File: config.mk
export PLATFORM = sky130hd
export DESIGN_NAME = tad_cell
export DESIGN_NICKNAME = d
export VERILOG_FILES = /design/src/sv/transaction_affinity_dispatcher_macros.svh /design/src/sv/tad_pkg.sv /design/src/sv/tad_cell.sv
export SDC_FILE = /design/constraint.sdc
export NUM_CORES = 1
export LEC_CHECK = 0
export CORE_AREA = 5 5 129 131
export DETAILED_ROUTE_END_ITERATION = 8
export DIE_AREA = 0 0 134 136
export DONT_BUFFER_PORTS = 1
export GPL_TIMING_DRIVEN = 1
export PLACE_DENSITY = 0.46
export REMOVE_ABC_BUFFERS = 1
export SYNTH_ARGS = -nofsm -noshare
export SYNTH_HDL_FRONTEND = slang
export SYNTH_SLANG_ARGS = --single-unit
File: constraint.sdc
create_clock -name clk -period 4.25 [get_ports clk]
set_input_delay 0.425 -clock clk [delete_from_list [all_inputs] [get_ports clk]]
set_output_delay 0.425 -clock clk [all_outputs]
set_load 0.1 [all_outputs]
File: src/sv/transaction_affinity_dispatcher_macros.svh
// transaction_affinity_dispatcher_macros.svh
// assertion macros shared by the dispatcher rtl; needs a clk and rst in scope
`ifndef TRANSACTION_AFFINITY_DISPATCHER_MACROS_SVH
`define TRANSACTION_AFFINITY_DISPATCHER_MACROS_SVH

// property that must hold at every edge out of reset
`define TAD_ASSERT(label, prop, msg) \
  label: assert property (@(posedge clk) disable iff (rst) (prop)) else $error(msg);

// condition in one cycle implies a condition in the next
`define TAD_ASSERT_NEXT(label, cond, conseq, msg) \
  label: assert property (@(posedge clk) disable iff (rst) (cond) |=> (conseq)) else $error(msg);

`endif

File: src/sv/tad_pkg.sv
// tad_pkg.sv
// shared types, codes and defaults of the transaction affinity dispatcher
// no dependencies
package tad_pkg;

  localparam int QUEUE_DEPTH_DEF = 64;
  localparam int WORKERS_DEF     = 16;

  localparam int TAG_W    = 16;
  localparam int TRANS_W  = 63;
  localparam int WORKER_W = 4;
  localparam int ACTIVE_W = 5;
  localparam int COUNT_W  = 7;

  // input kind codes
  localparam logic KIND_ENQ  = 1'b0;
  localparam logic KIND_TAKE = 1'b1;

  // result status codes
  localparam logic [1:0] ST_OK      = 2'd0;
  localparam logic [1:0] ST_NONE    = 2'd1;
  localparam logic [1:0] ST_FULL    = 2'd2;
  localparam logic [1:0] ST_BAD_WKR = 2'd3;

  // one queue entry
  typedef struct packed {
    logic               more;
    logic               reply;
    logic [TRANS_W-1:0] trans;
    logic [TAG_W-1:0]   tag;
  } entry_t;

  // per cycle control of the cell row
  typedef struct packed {
    logic load_enq;
    logic shift;
    logic keep_head;
  } cell_ctl_t;

  // claim table command
  typedef struct packed {
    logic clear;
    logic set;
  } claim_cmd_t;

endpackage

File: src/sv/tad_cell.sv
// tad_cell.sv
// one position of the queue row; on a shift takes its upper neighbor's entry, or at the tail a kept head entry
// depends on tad_pkg
module tad_cell #(
  parameter int IDX   = 0,
  parameter int CNT_W = 7,
  parameter int IDX_W = 6
) (
  input  logic                clk,
  input  tad_pkg::cell_ctl_t  ctl,
  input  logic [CNT_W-1:0]    fill,
  input  logic [IDX_W-1:0]    tail,
  input  tad_pkg::entry_t     enq_entry,
  input  tad_pkg::entry_t     head_entry,
  input  tad_pkg::entry_t     upper_entry,
  output tad_pkg::entry_t     entry
);

  tad_pkg::entry_t entry_next;

  // enqueue lands at the fill position; rotation moves entries toward the head
  always_comb begin
    entry_next = entry;
    if (ctl.load_enq && fill == CNT_W'(IDX)) begin
      entry_next = enq_entry;
    end else if (ctl.shift) begin
      if (ctl.keep_head && tail == IDX_W'(IDX)) begin
        entry_next = head_entry;
      end else begin
        entry_next = upper_entry;
      end
    end
  end

  always_ff @(posedge clk) begin
    entry <= entry_next;
  end

endmodule

==> Yosys cells after proc, flatten, opt, wreduce, memory -nomap -nowiden <==
Index checks and enable logic that the tools add are counted.
{ "word_totals": {"reg_bits": 81, "input_bits": 260, "ramBits": 0, "out_inout_bits": 81, "rom_bits": 0, "memories": 0, "latch_bits": 0} }
{ "op_classes": {"add_sub_neg": 0, "order_cmp": 0, "n_mux": 3, "n_bitwise": 0, "reduce_logical": 5, "n_div": 0, "eq_ne": 0, "shifts": 0, "n_mul": 0} }
{ "ops": {"columns": ["op", "n"], "rows": [
  ["81-bit two-way mux", 3],
  ["7-bit logical NOT", 1],
  ["6-bit logical NOT", 1],
  ["1-bit logical AND", 2],
  ["2-bit nonzero test", 1]
]} }

==> Longest topological paths before layout <==
{ "logic_depth": {"ltp_word": 5, "depth_mapped": 6} }

==> Worst setup path before layout <==
No wires, ideal clock.
{ "synth_timing": {"kind": "input port to flip-flop", "startpoint": "in fill[5]", "endpoint": "reg entry[0] (netlist bit) (enable)", "stages": 5, "path_buffers": 2, "path_slack_ns": 0.434, "setup_time_ns": 0.453, "arrival_ns": 3.363, "t_required_ns": 3.797, "path_cell_list": "or4b_1 buf_2 or2_4 buf_8 nand2b_1"} }
{ "synth_via": {"elab_chain_len": 3} }
{ "synth_lines": {"columns": ["item", "line_no", "source"], "rows": [
  ["start: declaration", "tad_cell.sv:11", "input logic [CNT_W-1:0] fill,"],
  ["7-bit logical NOT", "tad_cell.sv:24", "if (ctl.load_enq && fill == CNT_W'(IDX)) begin"],
  ["1-bit logical AND", "tad_cell.sv:24", null],
  ["2-bit nonzero test (no line)", null, null],
  ["end signal: assignment", "tad_cell.sv:36", "entry <= entry_next;"],
  ["end: declaration", "tad_cell.sv:16", "output tad_pkg::entry_t entry"]
]} }
Every way passes these cells.
A chain may end at the register's enable or synchronous reset.

==> Worst setup path after layout <==
{ "layout_timing": {"startpoint": "in fill[5]", "endpoint": "reg entry[5] (netlist bit) (enable)"} }
The elaborated chain is that of the path after synthesis.

==> metrics.cfg <==
[floorplan]
core_mm2 = 0.0155
die_w_um = 134
start_util = 0.303
io_pins = 341
std_cell_rows = 46
dieHeight_um = 136
die-area_mm2 = 0.0182

[cells_and_area]
top_register = entry
top_regs = entry (81)
layout_common_cells = 81 x nand4_1, 81 x nor3_1, 81 x a31oi_1, 81 x edfxtp_1, 49 x o21ai_1
fin_cells = 629
fillers = 1626
antenna_cells = 0
largest_reg_flops = 81
multi_input_area_mm2 = 0.00192
final_nets = 693
layout.area.seq_mm2 = 0.00243
layout-drive-gt1-share = 0.0664
syn2layout_area_growth_pct = 6.05

[timing]
finalCritPeriodShare = 0.561
slew_headroom = 0.337
setup_viol = 0
hold_slack_ps = 369
rsz0062_at_grt = no
max_freq_mhz = 420
worst_pin_slew_ps = 994
setup_slack_ps = 1870
slew_viol_final = 0
period_needed_ps = 2380
hold_viol = 0

[logic_synthesis]
ys_ff_latch = 81
netlist.area_leader.share = 0.518
yosys.cell_types.count = 17
synth-edff-count = 81
ys.flop_type = edfxtp_1
yosysTopAreaCell = edfxtp_1
synth_warnings = 0
synth_cells = 483
ys_seq_area_frac = 0.518
netlist_top_cells_area = edfxtp_1 52%, a31oi_1 11%, nand4_1 11%, nor3_1 8.6%, o21ai_1 5.2%
synth_area_per_cell_um2 = 9.71
syn_area_mm2 = 0.00469
ys_async_sr_fraction = 0

[clock_network]
htree_num_levels = 3
clk_pin_slew_worst_paths_ps = 60
tritoncts = yes
cts.sinks = 81
cts_resized = 0
clockBufferDepth = 2
cts.hold.buffers_added = 0
post_cts_buffers = 0
root_buffer = clkbuf_16
cts_buffers = 9

[status]
status = completed

[route]
ant_nets = 0
viasPerCell = 6.67
vias = 4193
wl_per_cell_um = 26.6
firstDrtPassIters = 5
dr.first_iter.drc_count = 312
drc_errors = 0
drt_wl_total_um = 16800

[global_route]
grt_start_max_net_pins = 83
antenna_found_initial = 0
grtUsageTotal = 0.172
grt_pass1_wl_um = 24500
overflow = 0
grt_pass1_vias = 4186

[place]
dp_hpwl_um = 12000
numPortBuffers = 0
gp_congestion = 0.748
place_ws_ps = 1530
dp_cells = 614

[worst_setup_path]
cp_max_fo = 43
cpPeakStageDelay_ps = 790
crit_chain = or4b_4, or2_4, nand2b_4, buf_12
startpoint_type = input port
required_ps = 4260
slowest_stage = or4b_4
crit_type = input port to register
crit_path_end_kind = register
critPathArrivalTime_ps = 2400

[flow_run]
maxCapViolCount = 0

[power]
p_per_area_mw_per_mm2 = 481
power.leakage_nw = 1.26
power_w = 0.00239
max-vdd-ir-drop_v = 0.000168

[hold_path]
hold_path.class = input port to register
min_delay_path_depth = 2

==> power by group <==
group | switching (W) | total (W) | internal, W
logic | 0.0000877 | 0.000125 | 0.0000376
registers | 0.000510 | 0.00147 | 0.000962
clock network | 0.000286 | 0.000794 | 0.000508
==> routing by layer <==
layer  part of all wire  wire length, um  GRT usage  up-vias
met5                  0                0          0        -
met4              0.027              458     0.0743        0
met3               0.12             1940     0.0637       29
met2               0.49             8290      0.290      327
met1               0.36             6080      0.196     1970
li1                   -                -          -     1867
==> kinds of logic (layout without fill, tap and decap cells) <==
group | count (synthesis) | in the layout | share of synthesized area
simple gates | 170 | 170 | 0.208
compound gates | 162 | 162 | 0.194
flops | 81 | 81 | 0.518
buf+inv | 70 | 24 | 0.0789
==> cells in the mapped netlist (2+ instances only) <==
cell,n
or4_1,2
clkbuf_1,52
nor3_1,81
buf_1,4
nand4_1,81
edfxtp_1,81
buf_8,9
a31oi_1,81
o21ai_1,49
o21ai_0,32
buf_2,5
==> stage by stage <==
step / TNS (ps) / instance area [um2] / util
floorplan: -56650 / 4320 / -
global placement: 0 / 4670 / 0.302
detailed placement: 0 / 4670 / 0.302
CTS: 0 / 4980 / 0.321
global route: 0 / 4980 / 0.321
finish: 0 / 4980 / 0.321
==> critical path: cells and delay by family <==
kind / cells / cell delay, ps
AND/OR/NAND/NOR: 3 / 1570
buffers and inverters: 1 / 310
==> final cells by class <==
| class | count | share of cell area |
|---|---|---|
| clock buffers | 11 | 0.0468 |
| clock inverters | 4 | 0.0138 |
| multi-input cells | 332 | 0.386 |
| flip-flops and latches | 81 | 0.489 |
| well taps | 192 | 0.0483 |
| repair buffers | 9 | 0.0161 |
==> path summary, 6_finish.rpt <==
check / slack [ps] / startpoint / end
hold / removal: 370 / enq_entry[75] / entry[75]
setup / recovery: 1870 / fill[5] / entry[5]
Note: power is estimated with default switching activity, not from simulation.
