==> config.mk <==
export PLATFORM = sky130hd
export DESIGN_NAME = tad_claims
export DESIGN_NICKNAME = d
export VERILOG_FILES = /design/src/sv/transaction_affinity_dispatcher_macros.svh /design/src/sv/tad_pkg.sv /design/src/sv/tad_claims.sv
export SDC_FILE = /design/constraint.sdc
export NUM_CORES = 1
export LEC_CHECK = 0
export ABC_CLOCK_PERIOD_IN_PS = 3700
export BUFFER_PORTS_ARGS = -buffer_cell sky130_fd_sc_hd__buf_2
export CAP_MARGIN = 20
export CORE_MARGIN = 2
export CORE_UTILIZATION = 35
export DETAILED_ROUTE_END_ITERATION = 10
export GPL_ROUTABILITY_DRIVEN = 0
export PLACE_DENSITY = 0.55
export SYNTH_ARGS = -nofsm -noshare
export SYNTH_HDL_FRONTEND = slang
export SYNTH_SLANG_ARGS = --single-unit
==> constraint.sdc <==
create_clock -name clk -period 3.7 [get_ports clk]
set_input_delay 0.555 -clock clk [delete_from_list [all_inputs] [get_ports clk]]
set_output_delay 0.555 -clock clk [all_outputs]
set_load 0.01 [all_outputs]
==> src/sv/transaction_affinity_dispatcher_macros.svh <==
// transaction_affinity_dispatcher_macros.svh
// assertion macros shared by the dispatcher rtl; needs a clk and rst in scope
`ifndef TRANSACTION_AFFINITY_DISPATCHER_MACROS_SVH
`define TRANSACTION_AFFINITY_DISPATCHER_MACROS_SVH

// property that must hold at every edge out of reset
`define TAD_ASSERT(label, prop, msg) \
  label: assert property (@(posedge clk) disable iff (rst) (prop)) else $error(msg);

// condition in one cycle implies a condition in the next
`define TAD_ASSERT_NEXT(label, cond, conseq, msg) \
  label: assert property (@(posedge clk) disable iff (rst) (cond) |=> (conseq)) else $error(msg);

`endif

==> src/sv/tad_pkg.sv <==
// tad_pkg.sv
// shared types, codes and defaults of the transaction affinity dispatcher
// no dependencies
package tad_pkg;

  localparam int QUEUE_DEPTH_DEF = 64;
  localparam int WORKERS_DEF     = 16;

  localparam int TAG_W    = 16;
  localparam int TRANS_W  = 63;
  localparam int WORKER_W = 4;
  localparam int ACTIVE_W = 5;
  localparam int COUNT_W  = 7;

  // input kind codes
  localparam logic KIND_ENQ  = 1'b0;
  localparam logic KIND_TAKE = 1'b1;

  // result status codes
  localparam logic [1:0] ST_OK      = 2'd0;
  localparam logic [1:0] ST_NONE    = 2'd1;
  localparam logic [1:0] ST_FULL    = 2'd2;
  localparam logic [1:0] ST_BAD_WKR = 2'd3;

  // one queue entry
  typedef struct packed {
    logic               more;
    logic               reply;
    logic [TRANS_W-1:0] trans;
    logic [TAG_W-1:0]   tag;
  } entry_t;

  // per cycle control of the cell row
  typedef struct packed {
    logic load_enq;
    logic shift;
    logic keep_head;
  } cell_ctl_t;

  // claim table command
  typedef struct packed {
    logic clear;
    logic set;
  } claim_cmd_t;

endpackage

==> src/sv/tad_claims.sv <==
// tad_claims.sv
// per worker claim table with a parallel lookup of one transaction id
// depends on tad_pkg
module tad_claims #(
  parameter int WORKERS = tad_pkg::WORKERS_DEF,
  parameter int WID_W   = 4
) (
  input  logic                         clk,
  input  logic                         rst,
  input  tad_pkg::claim_cmd_t          cmd,
  input  logic [WID_W-1:0]             self_id,
  input  logic [tad_pkg::TRANS_W-1:0]  set_trans,
  input  logic [tad_pkg::COUNT_W-1:0]  count,
  input  logic [tad_pkg::TRANS_W-1:0]  query_trans,
  output logic                         hit_other
);

  logic [WORKERS-1:0]                valid;
  logic [tad_pkg::TRANS_W-1:0]       trans [WORKERS];
  logic [WORKERS-1:0]                match;

  // claims held by other workers inside the active range
  always_comb begin
    for (int i = 0; i < WORKERS; i++) begin
      match[i] = valid[i] && (WID_W'(i) != self_id) &&
                 (tad_pkg::COUNT_W'(i) < count) && (trans[i] == query_trans);
    end
  end
  assign hit_other = |match;

  // valid bits
  always_ff @(posedge clk) begin
    if (rst) begin
      valid <= '0;
    end else if (cmd.set) begin
      valid[self_id] <= 1'b1;
    end else if (cmd.clear) begin
      valid[self_id] <= 1'b0;
    end
  end

  // claimed ids
  always_ff @(posedge clk) begin
    if (cmd.set) begin
      trans[self_id] <= set_trans;
    end
  end

endmodule

After elaboration in Yosys (flattened, before gate mapping)
Memory sizes are Yosys's and may differ from the RTL's.
Cells that the tools add are included.
{"block": "word_totals", "regBits": 16, "latch_bits": 0, "mem_bits_rw": 1008, "romBits": 0, "in_bits": 141, "out_inout_bits": 1, "elab_cells": 112, "memories": 1}
{"block": "classes", "add_sub_neg": 0, "n_mul": 0, "div": 0, "order_cmp": 18, "n_eq_ne": 31, "n_shift": 0, "mux": 6, "n_bitwise": 3, "n_reduce_logical": 52}
{"memory": "trans", "depth": 16, "word_bits": 63, "read_ports": 16, "rd_clocked_by_memory_dff": 0, "write_ports": 1, "line_no": "tad_claims.sv:19", "source": "logic [tad_pkg::TRANS_W-1:0] trans [WORKERS];"}
{"cell": "63-bit == test", "n": 16}
{"cell": "4-bit by 7-bit less-than comparator with 1-bit output, first input constant", "n": 8}
{"cell": "1-bit logical AND", "n": 49}
{"cell": "16-bit two-way mux", "n": 2}
{"cell": "4-bit inequality test, first input constant", "n": 8}
{"cell": "3-bit by 7-bit less-than comparator with 1-bit output, first input constant", "n": 4}
{"cell": "16-bit AND", "n": 1}
{"cell": "3-bit by 4-bit inequality test with 1-bit output, first input constant", "n": 4}
{"cell": "16-bit NOT", "n": 1}
{"cell": "16-bit bitwise OR", "n": 1}
{"cell": "16-bit OR reduction", "n": 1}
{"cell": "1-bit by 7-bit less-than comparator with 1-bit output, first input constant", "n": 2}
{"cell": "2-bit by 7-bit less-than comparator with 1-bit output, first input constant", "n": 2}
{"cell": "2-bit by 4-bit inequality test with 1-bit output, first input constant", "n": 2}
{"cell": "4-bit by 5-bit less-than comparator with 1-bit output, second input constant", "n": 1}
{"cell": "1-bit demux with 4-bit select", "n": 1}
{"cell": "4-bit by 1-bit greater-or-equal comparator with 1-bit output, second input constant", "n": 1}
{"cell": "1-bit by 4-bit inequality test with 1-bit output, first input constant", "n": 1}
{"cell": "4-bit nonzero test", "n": 1}
{"cell": "1-bit two-way mux", "n": 3}
{"cell": "2-bit nonzero test", "n": 1}

Longest topological paths before layout
Gate-level depths: netlist of the first run.
{"block": "logic_depth", "depth_word": 8, "mapped_depth": 9, "mapped_depth_nobuf": 7}

Worst setup path before layout of the first run
Ideal clock, no wire load.
{"block": "synth_timing", "path_type": "input-to-reg", "from": "input port self_id[2]", "to": "memory trans[8][0] (netlist bit) (enable)", "setup_time_ns": 0.428, "arrival_ns": 2.496, "required_time_ns": 3.272, "slack_ns": 0.776, "path_stages": 3, "path_buffers": 0, "cell_sequence": "nand2b_1 nor3_1 and2_1"}
{"element": "from (decl)", "line_no": "tad_claims.sv:11", "source": "input logic [WID_W-1:0] self_id,"}
{"element": "to (decl)", "line_no": "tad_claims.sv:19"}
Straight into the memory's write port.

==> metrics, run 1 <==
Setup crit start=trans[7][15]$_DFFE_PP_; max reg flops=1008; Post-CTS Setup Repair Bufs=0; DRC viols=0; initial antenna violation count=30; top-count cell post-synth=edfxtp_1; Post-CTS Hold Buffers=0; largest net degree at the start of global routing=44; Most flops, register=trans; Synth area leaders=edfxtp_1, xor2_1, xnor2_1, nor4_1, nand4_1; setup tns final=-0.618 ns; Top Registers=trans (1008); first-pass GRT wire length=258000 microns; crit path to=hit_other; Place WS=-0.580 ns; Worst Path Max Fanout=1; Reg2Reg Depth=2; NumNets Final=3438; DRT Wirelength=198000 microns; R2R setup slack=2.88 ns; min-delay worst type=primary input to register; failing checks=negative setup slack; Async SR Flop Fraction=0; top post-synthesis cells by count=edfxtp_1, xor2_1, xnor2_1; Max Cap Viol=0; VDD IR max=0.356 mV; tightest hold margin=0.355 ns; Top FF cell, synth=edfxtp_1; Die Height=355 microns; FILL cells=10900; final period utilization=1.17; final clock skew=0 ns; dpl hpwl=136000 microns; CP Capture Type=primary output; Core Region=122000 sq um; Hold Vio Cnt, Final=0; number of enable flip-flop cells after synthesis=1008; clk sinks=1024; CTS Buf Count=111; fraction of layout cells with a size suffix above 1=0.221; final worst path period need=4.32 ns; Critical Path AT=3.76 ns; Worst-Skew Late Latency=0.70 ns; Root Driver=clkbuf_16; Worst-path clk slew=0.06 ns; top-area cell type share of the netlist area=0.704; Mapped Cells=2755; Mapped Area=43000 sq um; slew margin rel.=0.204; Max clock buf depth=3; vias in the first global route=27400; gr ovfl total=0; Port-buffer cells=141; RSZ-0062 raised after global routing=yes; hold depth=2; Synth-to-Final Area Change=23.2%; final setup margin=-0.618 ns; Yosys cell types=46; H-tree lvl count=3; Data required, critical path=3.14 ns; DR iter-0 viols=5517; Syn Area/Cell=15.6 sq um; fin area=53000 sq um; DIE AREA=126000 sq um; leading area contributor after synthesis=edfxtp_1; Syn Nets=2896; Pwr Density=507 nW/um^2; status=finished with violations; Leak=17.9 nW; final slew viol count=0; drt pass-1 iters=7; HP Start=rst; overall routing resource usage=0.311; Setup-failing EPs final=1; ANT nets after route=0; Worst-Margin Slew=1.18 ns; Starting Density=0.353; via-per-instance ratio=5.92; maximum operating frequency=232 MHz; Synth warnings=0; Top-Level Pins=142; DR WL/cell=39.5 microns; CTS tree=yes; Placed Area=49200 sq um; DIE WIDTH=355 microns; # rows=128; Seq/Total Area, Yosys=0.711; Vias=29800; Crit Path Class=register to primary output; Worst setup SP type=register; Seq cells post-synth=1024
==> where the power goes <==
group | internal [mW] | leakage (nW) | switching (mW) | total (mW)
clock | 6.57 | 1.77 | 4.70 | 11.3
sequential | 13.0 | 9.24 | 0.0971 | 13.1
combinational | 0.789 | 6.92 | 1.75 | 2.54
total | 20.4 | 17.9 | 6.55 | 26.9
==> cell usage in the layout, fill, tap and decap left out, drive strengths merged, types with 34 or more instances in the layout <==
| cell | netlist | final |
|---|---|---|
| nor2 | 34 | 34 |
| nand4 | 133 | 133 |
| inv | 97 | 99 |
| buf | 77 | 558 |
| clkinv | 7 | 50 |
| o2bb2ai | 46 | 46 |
| nor4 | 155 | 155 |
| o22ai | 62 | 62 |
| edfxtp | 1008 | 1008 |
| xnor2 | 362 | 362 |
| nand2b | 40 | 40 |
| clkbuf | 52 | 146 |
| xor2 | 414 | 414 |
==> metrics by stage <==
step | power (mW) | util | cells
2_1_floorplan | 14.2 | - | 2755
6_report | 26.9 | 0.435 | 5025
3_5_place_dp | 15.8 | 0.404 | 4808
5_1_grt | 27.4 | 0.435 | 5014
4_1_cts | 26.8 | 0.435 | 5012
3_3_place_gp | 15.8 | 0.404 | 4807
==> cell type report <==
cell class	count	area (sq um)	area share
inverter	104	390	0.00736
timing repair buffer	558	4700	0.0887
tap	1625	2030	0.0383
clock inverter	58	604	0.0114
multi-input combinational	1498	11700	0.220
antenna	12	30.0	0.000566
clock buffer	146	3000	0.0566
sequential	1024	30600	0.577
==> worst max-delay path, cell delays in order, from the launching register on <==
cell,delay [ns]
edfxtp_1,0.38
xor2_1,0.20
nor4_4,0.35
nand4_1,0.64
nor4_4,0.57
nor4b_4,0.30
nor4_1,0.10
nand4_1,0.23
buf_4,0.19
buf_6,0.10
==> routing by layer <==
metal	track usage	part of all wire	vias to the layer above
met1	0.426	0.38	15200
met3	0.0823	0.13	510
li1	-	-	11500
met4	0.160	0.062	8
met5	0	0.00028	-
met2	0.453	0.43	2493
==> kinds of logic after synthesis <==
| logic type | after synthesis | synth area share |
|---|---|---|
| flip-flops | 1024 | 0.711 |
| XOR/XNOR | 776 | 0.158 |
| AND/OR/NAND/NOR | 472 | 0.0647 |
| AO/OA/AOI/OAI | 250 | 0.0439 |
| buffers and inverters | 233 | 0.0222 |
==> timing repair <==
| action | CTS | global route |
|---|---|---|
| setup endpoints to repair | 1 | 1 |
| pin swaps | 6 | 3 |
| gates resized for setup | 20 | 2 |
==> worst min-delay path by stage <==
stage | end | slack [ns]
2_1_floorplan | register | 0.45
3_3_place_gp | register | 0.47
3_5_place_dp | register | 0.47
4_1_cts | register | 0.30
5_1_grt | register | 0.32
6_report | register | 0.36
(Power assumes the default switching activity.)
==> inputs of run 2 (changes only) <==
--- a/config.mk
+++ b/config.mk
@@ -12,7 +12,9 @@
 export CORE_UTILIZATION = 35
 export DETAILED_ROUTE_END_ITERATION = 10
 export GPL_ROUTABILITY_DRIVEN = 0
+export MAX_ROUTING_LAYER = met4
 export PLACE_DENSITY = 0.55
+export SLEW_MARGIN = 25
 export SYNTH_ARGS = -nofsm -noshare
 export SYNTH_HDL_FRONTEND = slang
 export SYNTH_SLANG_ARGS = --single-unit
==> run 2 against run 1 <==
Effect of this change:
- the flow still finishes with violations (negative setup slack)
- clock skew did not move
- maximum frequency increased by 1.6%
- design area rose by 0.16%
- clock-buffer cell count is 12 higher
- via count down 0.32%
- routed wire length barely moved
- critical path depth increased by 1
- combinational power is essentially flat
- die area stayed put
- cell count hardly changed
- critical endpoint unchanged
- largest power group unchanged
==> metrics, run 2 (same netlist as run 1, synthesis figures left out) <==
status=finished with violations; failing checks=negative setup slack; Place WS=-0.595 ns (-0.0144 ns); vias in the first global route=27200 (-0.77%); fraction of layout cells with a size suffix above 1=0.222 (+0.000984); DR iter-0 viols=5871 (+6.4%); slew margin rel.=0.297 (+0.0926); DR WL/cell=39.5 microns (about the same); # rows=128 (unchanged); Most flops, register=trans; Synth-to-Final Area Change=23.4%; RSZ-0062 raised after global routing=yes; Setup-failing EPs final=1 (unchanged); Worst-Margin Slew=1.05 ns (-0.138 ns); Pwr Total=27.0 mW (+0.48%); Leak=17.9 nW (about the same); maximum operating frequency=235 MHz (+1.6%); DIE WIDTH=355 microns (unchanged); Hold Vio Cnt, Final=0 (unchanged); final worst path period need=4.25 ns (-0.0675 ns); CP Capture Type=primary output; Starting Density=0.353 (unchanged); clk sinks=1024 (unchanged); drt pass-1 iters=7 (unchanged); Core Region=122000 sq um (unchanged); VDD IR max=0.421 mV (+18%); dpl cells=4807 (-0.021%); Max clock buf depth=3 (unchanged); tightest hold margin=0.337 ns (-0.0179 ns); setup tns final=-0.550 ns (+0.0675 ns); Critical Path AT=3.70 ns (-0.06 ns); R2R setup slack=2.87 ns (about the same); ANT nets after route=0 (unchanged); Crit Path Class=register to primary output; Worst-path clk slew=0.06 ns (about the same); min-delay worst type=primary input to register; dpl hpwl=136000 microns (about the same); DRT Wirelength=198000 microns (about the same); Top-Level Pins=142 (unchanged); Post-CTS Setup Repair Bufs=0 (unchanged); CTS Buf Count=111 (unchanged); Sw Pwr=6.66 mW (+1.6%); Power Internal=20.4 mW (+0.13%); final slew viol count=0 (unchanged); initial antenna violation count=22 (-27%); Vias=29700 (-0.32%); Logic pwr share=0.095 (about the same); Placed Area=49200 sq um (about the same); register share of total power=0.484 (-0.002); Top Registers=trans (1008); DIE AREA=126000 sq um (unchanged); commonest non-fill, non-tap cell in the layout=edfxtp_1; via-per-instance ratio=5.90 (-0.34%); largest net degree at the start of global routing=44 (unchanged); final setup margin=-0.550 ns (+0.0675 ns); Die Height=355 microns (unchanged); Clk pwr share=0.421 (+0.002); overall routing resource usage=0.320 (+0.00933); Pwr Density=509 nW/um^2 (+0.32%); DRC viols=0 (unchanged); Worst Path Max Fanout=1 (unchanged); Max Cap Viol=0 (unchanged); CTS tree=yes; NumNets Final=3436 (-0.058%); utilization after layout=0.436 (+0.000698); fin area=53100 sq um (+0.16%); switching fraction of total power=0.246 (+0.00266); non-filler cells, final=5026 (+0.020%); gr ovfl total=0 (unchanged); final period utilization=1.15 (-0.0182); Port-buffer cells=141 (unchanged); Post-CTS Hold Buffers=0 (unchanged); Root Driver=clkbuf_16; Worst setup SP type=register; max reg flops=1008 (unchanged); final clock skew=0 ns (unchanged); H-tree lvl count=3 (unchanged); Worst-Skew Late Latency=0.71 ns (about the same); Data required, critical path=3.14 ns (about the same); first-pass GRT wire length=257000 microns (-0.11%); most frequent cells in the layout=edfxtp_1, xor2_1, xnor2_1
run 2: cell count changes in the layout (fill, tap and decap cells not counted), sizes merged:
| cell | change |
|---|---|
| clkinvlp | +2 |
| inv | +3 |
| clkbuf | +12 |
| clkinv | -11 |
| buf | -2 |
| bufinv | -1 |
| diode | -2 |
run 2: timing repair:
| item | 4_1_cts | 5_1_grt |
|---|---|---|
| hold endpoints to repair | 0 | 0 |
| resized for setup | 22 | 2 |
| pin swaps | 9 | 3 |
| endpoints found under the setup margin | 1 | 1 |
run 2: worst paths after layout:
| path | startpoint | cells after the start | end |
|---|---|---|---|
| worst max register to register | register | 2 | register |
| worst max-delay path | trans[7][50]$_DFFE_PP_ | 10 | hit_other |
| worst min register to register | register | 2 | register |
| worst min-delay path | rst | 2 | register |
run 2: final cells by class:
class | count | area, sq um
timing repair buffer | 556 | 4690
fill | 10900 | 68800
clock inverter | 51 | 597
multi-input combinational | 1498 | 11700
tap | 1625 | 2030
antenna | 10 | 25.0
clock buffer | 158 | 3070
sequential | 1024 | 30600
inverter | 104 | 390
run 2: power by group through the flow:
stage / combinational, mW / clock (mW) / sequential [mW]
CTS: 2.47 / 11.4 / 13.1
floorplan: 0.880 / 0 / 13.3
finish: 2.56 / 11.4 / 13.1
global placement: 2.44 / 0 / 13.3
global route: 2.55 / 11.8 / 13.1
detailed placement: 2.44 / 0 / 13.3
run 2: critical path: stages (launching register included):
cell and delay, ns:
edfxtp_1 0.38, xor2_1 0.15, buf_4 0.19, nor4_4 0.20
nand4_1 0.64, nor4_4 0.51, nor4b_4 0.28, nor4_1 0.09
nand4_1 0.25, buf_4 0.19, buf_6 0.09
run 2: routing by layer:
layer  global-route usage  wire length [microns]  vias up
met3               0.0866                  27500      451
li1                     -                      -    11500
met5                    -                      0        -
met4                0.147                  11700        0
met2                0.454                  84100     2537
met1                0.427                  75000    15200
